[src/ttint_pkg.sv]
// Shared constants, codes and types of the trajectory table interpolator.
`timescale 1ns / 1ps
`default_nettype none
package ttint_pkg;

  localparam int DEPTH  = 64;
  localparam int IDX_W  = $clog2(DEPTH);
  localparam int CNT_W  = IDX_W + 1;
  localparam int DATA_W = 32;
  localparam int TOL_W  = 31;

  // Request modes
  localparam logic [1:0] MODE_LOAD  = 2'd0;
  localparam logic [1:0] MODE_TIME  = 2'd1;
  localparam logic [1:0] MODE_PROG  = 2'd2;
  localparam logic [1:0] MODE_NONE  = 2'd3;

  // Result status codes
  localparam logic [1:0] ST_OK        = 2'd0;
  localparam logic [1:0] ST_BAD_QUERY = 2'd1;
  localparam logic [1:0] ST_BAD_TABLE = 2'd2;
  localparam logic [1:0] ST_NO_SEG    = 2'd3;

  // Configuration register indexes
  localparam logic [1:0] CFG_ORIGIN = 2'd0;
  localparam logic [1:0] CFG_TOL    = 2'd1;
  localparam logic [1:0] CFG_COUNT  = 2'd2;

  typedef struct packed {
    logic signed [DATA_W-1:0] tm;
    logic signed [DATA_W-1:0] path;
    logic signed [DATA_W-1:0] prog;
  } entry_t;

  typedef enum logic [3:0] {
    S_IDLE,
    S_T_ADDR,
    S_T_CHK,
    S_T_WAIT,
    S_P_ADDR,
    S_P_CHK,
    S_P_WAIT,
    S_P_UPD,
    S_P_NEXT
  } state_t;

  typedef enum logic [1:0] {
    D_IDLE,
    D_MUL,
    D_DIV
  } div_state_t;

endpackage
`default_nettype wire

[src/ttint_muldiv.sv]
// Shared scale unit: floor(num * dy / den), one multiply then one quotient bit a cycle.
`timescale 1ns / 1ps
`default_nettype none
module ttint_muldiv (
  input  wire logic                         clk,
  input  wire logic                         rst_n,
  input  wire logic                         start,
  input  wire logic [ttint_pkg::DATA_W-1:0] num,
  input  wire logic [ttint_pkg::DATA_W-1:0] dy,
  input  wire logic [ttint_pkg::DATA_W-1:0] den,
  output logic                              done,
  output logic      [ttint_pkg::DATA_W-1:0] quot
);
  import ttint_pkg::*;

  localparam int STEP_W = $clog2(DATA_W);

  div_state_t          state_r, state_nxt;
  logic [DATA_W-1:0]   a_r, a_nxt, b_r, b_nxt, den_r, den_nxt;
  logic [DATA_W-1:0]   rem_r, rem_nxt, low_r, low_nxt;
  logic [STEP_W-1:0]   cnt_r, cnt_nxt;
  logic                done_r, done_nxt;
  logic [2*DATA_W-1:0] prod;
  logic [DATA_W:0]     trial;

  always_ff @(posedge clk) begin
    if (!rst_n) begin
      state_r <= D_IDLE;
      done_r  <= 1'b0;
    end else begin
      state_r <= state_nxt;
      done_r  <= done_nxt;
    end
    a_r   <= a_nxt;
    b_r   <= b_nxt;
    den_r <= den_nxt;
    rem_r <= rem_nxt;
    low_r <= low_nxt;
    cnt_r <= cnt_nxt;
  end

  // Multiply once, then restoring division with quotient shifted into low_r
  always_comb begin
    state_nxt = state_r;
    done_nxt  = 1'b0;
    a_nxt     = a_r;
    b_nxt     = b_r;
    den_nxt   = den_r;
    rem_nxt   = rem_r;
    low_nxt   = low_r;
    cnt_nxt   = cnt_r;
    prod      = a_r * b_r;
    trial     = {rem_r, low_r[DATA_W-1]};
    unique case (state_r)
      D_IDLE: begin
        if (start) begin
          a_nxt     = num;
          b_nxt     = dy;
          den_nxt   = den;
          state_nxt = D_MUL;
        end
      end
      D_MUL: begin
        rem_nxt   = prod[2*DATA_W-1:DATA_W];
        low_nxt   = prod[DATA_W-1:0];
        cnt_nxt   = '1;
        state_nxt = D_DIV;
      end
      D_DIV: begin
        if (trial >= {1'b0, den_r}) begin
          rem_nxt = DATA_W'(trial - {1'b0, den_r});
          low_nxt = {low_r[DATA_W-2:0], 1'b1};
        end else begin
          rem_nxt = trial[DATA_W-1:0];
          low_nxt = {low_r[DATA_W-2:0], 1'b0};
        end
        cnt_nxt = cnt_r - 1'b1;
        if (cnt_r == '0) begin
          done_nxt  = 1'b1;
          state_nxt = D_IDLE;
        end
      end
      default: state_nxt = D_IDLE;
    endcase
  end

  assign done = done_r;
  assign quot = (den_r == '0) ? '0 : low_r;

endmodule
`default_nettype wire

[config.mk]
export PLATFORM = sky130hd
export DESIGN_NAME = ttint_muldiv
export DESIGN_NICKNAME = d
export VERILOG_FILES = /design/src/ttint_pkg.sv /design/src/ttint_muldiv.sv
export SDC_FILE = /design/constraint.sdc
export NUM_CORES = 2
export LEC_CHECK = 0
export BUFFER_PORTS_ARGS = -buffer_cell sky130_fd_sc_hd__buf_2
export CAP_MARGIN = 0
export CORE_MARGIN = 8
export CORE_UTILIZATION = 35
export CTS_CLUSTER_DIAMETER = 60
export DETAILED_ROUTE_END_ITERATION = 6
export HOLD_SLACK_MARGIN = 0.15
export PLACE_DENSITY_LB_ADDON = 0.15
export SETUP_SLACK_MARGIN = 0.05
export SKIP_LAST_GASP = 1
export SLEW_MARGIN = 20
export SYNTH_ARGS = -nofsm -noshare
export SYNTH_HDL_FRONTEND = slang
export SYNTH_SLANG_ARGS = --single-unit
[constraint.sdc]
create_clock -name clk -period 11.5 [get_ports clk]
set_input_delay 2.3 -clock clk [delete_from_list [all_inputs] [get_ports clk]]
set_output_delay 2.3 -clock clk [all_outputs]
set_load 0.01 [all_outputs]
==> flow_summary.ini <==
[clock_tree]
clkSlewWorstSetupHoldPaths_ps = 90
clock_latency_reported_for_the_late_side_of_the_worst_skew_pair_ps = 530
cts.hold.buffers_added = 0
cts.sinks = 168
post-cts-setup-buffer-count = 0
cts_tree = built
cts_buffers = 17
ctsRootBufferMaster = sky130_fd_sc_hd__clkbuf_16
cts_repair_resize_count = 0
cts_max_path_buffers = 2
cts_max_level = 4

[global_routing]
groute.usage.overall_pct = 20.1
grt_max_degree = 70
antenna_found_initial = 2
first_global_vias = 32400
grt_first_pass_wirelength_um = 200000
overflow = 0

[route]
detail-route-antenna-nets = 0
via_per_inst = 4.94
met1Wirelength_um = 53500
routed_wire_length_per_instance_um = 21.6
routed-via-count = 29600
topRoutingLayerUsed = met4
wire_length_on_met3_um = 4570
totalWireLength_um = 130000
route.met2.wl_um = 67100
detailedRoute.firstPassIterationCount = 5
dr.first_iter.drc_count = 1436
remaining_drc_errors = 0

[die]
standard_cell_rows = 127
fp.dieH_um = 362
boundaryPins = 132
placeableCoreArea_um2 = 119000
floorplan_die_area_um2 = 131000
floorplan.die.width_um = 362
initial_core_util_pct = 35.1

[setup_path]
cpMaxStageDelayCell = sky130_fd_sc_hd__edfxtp_1
crit_top_cell = sky130_fd_sc_hd__fa_1
worst-setup-path-type = flip-flop to flip-flop
critical_path.startpoint_type = flip-flop
path_buf_inv = 6
worst_path_dominant_cell_family = adder cells
end_kind = flip-flop
timing.critical_path.fanout_max = 19
worst-endpoint-arrival_ps = 8840
critPathRequiredTime_ps = 11780
setup.worst_path.start = a_r[31]
worstReg2RegStart = a_r[31]
max_stage_delay_ps = 830

[synthesis]
synth_enable_flop_cells = 165
ys_dominant_reg_cell = sky130_fd_sc_hd__edfxtp_1
synth_async_sr_flop_share_pct = 0
post_synth_instance_area_um2 = 41900
syn_avg_cell_area_um2 = 9.50
synth.ff_latch_count = 168
yosysUniqueCellTypes = 85
synthCells = 4408
ys_seq_area_share_pct = 12.0
postSynthNetCount = 5704
warning_count_from_the_yosys_run = 0

[layout]
fill_cells = 12300
layout.nets = 5669
register_area_um2 = 5010
layoutNonFillerInstCount = 6000
layout_common_cells = sky130_fd_sc_hd__inv_1 (900), sky130_fd_sc_hd__fa_1 (897), sky130_fd_sc_hd__and2_1 (599)
signed_area_change_from_the_synthesized_netlist_to_the_final_layout_pct = 6.72
layout_commonest_cell = sky130_fd_sc_hd__inv_1
multi_input_area_um2 = 32500
layout-drive-gt1-share_pct = 6.36

[min_path]
hp-start = low_r[11]
worst_hold_path_type = flip-flop to flip-flop

[sta]
fmax_mhz = 117
post_route_worst_setup_slack_ps = 2940
final.setup.tns_ps = 0
timing.final.crit_share_pct = 74.4
tightestPinTransition_ps = 986
final_period_minus_worst_setup_slack_ps = 8560
timing_max_transition_violations_final = 0
slew_limit_headroom_pct = 34.3
grt_setup_unrepaired = no
setup-violations-final = 0
skew_ps = 18.0
hold_viol_final = 0

[status]
status = complete, no violations

[placement]
detailed_placer_s_ending_hpwl_um = 97300
globalplace.congestion = 0.856
place.detailed.instances = 5966
place_worst_setup_slack_ps = 2930
placement.io_buffers = 131

[run]
max_cap_violations = 0
[stage by stage]
step	hold WS (ps)	utilization [%]	area, µm²
final	547	37.4	44700
after global routing	590	37.4	44700
after CTS	556	37.4	44700
after detailed placement	536	37.0	44100
after global placement	525	37.0	44100
after floorplan	504	-	41900
[layout make-up]
cell class                 count  area share (%)
antenna                        2          0.0112
clock inverter                13           0.322
multi-input combinational   3085            72.8
sequential                   168            11.2
clock buffer                  19           0.969
timing repair buffer         201            2.64
inverter                     900            7.56
tap                         1612            4.51
[registers in the layout, summed over array words and instances (netlist names)]
| register | count |
|---|---|
| den_r | 32 |
| a_r | 32 |
| cnt_r | 5 |
| done | 1 |
| b_r | 32 |
| rem_r | 32 |
| state_r | 2 |
| low_r | 32 |
[layer usage]
metal	up-vias	GRT usage, %
met3	194	2.44
li1	13200	-
met2	638	36.3
met5	-	0
met1	15600	24.8
met4	0	6.91
[worst min-delay path: stages (launching register included)]
cell,delay (ps)
sky130_fd_sc_hd__edfxtp_1,340
sky130_fd_sc_hd__nand2_1,60
sky130_fd_sc_hd__nand2_1,50
[synth_stat cells (29+ instances only)]
cell type,instances,area [µm²]
sky130_fd_sc_hd__ha_1,300,3750
sky130_fd_sc_hd__a21o_1,47,353
sky130_fd_sc_hd__o21ai_0,86,430
sky130_fd_sc_hd__and2_1,600,3750
sky130_fd_sc_hd__inv_1,900,3380
sky130_fd_sc_hd__edfxtp_1,165,4950
sky130_fd_sc_hd__clkbuf_1,226,848
sky130_fd_sc_hd__nand4_1,29,181
sky130_fd_sc_hd__nor2_1,73,274
sky130_fd_sc_hd__fa_1,897,18000
sky130_fd_sc_hd__xnor2_1,44,385
sky130_fd_sc_hd__a21oi_1,120,601
sky130_fd_sc_hd__nand2_1,549,2060
sky130_fd_sc_hd__nor2b_1,43,269
sky130_fd_sc_hd__xor2_1,39,342
[worst paths after layout]
check                    to  cells past startpoint  slack (ps)
setup / recovery  rem_r[24]                     25        2940
setup reg to reg  rem_r[24]                     25        2940
hold reg to reg   low_r[12]                      2         550
hold / removal    low_r[12]                      2         550
[kinds of logic after synthesis]
group,count (synthesis),share of synthesized area [%]
compound gates,388,6.24
xor+xnor,83,1.74
fa+ha+maj,1197,51.9
buf+inv,1155,10.5
flops,168,12.0
mux,25,0.634
simple gates,1392,17.1
Power is left out: the tool's default activity adds up to more than one toggle a clock period on the data nets, which glitch-free logic cannot reach.
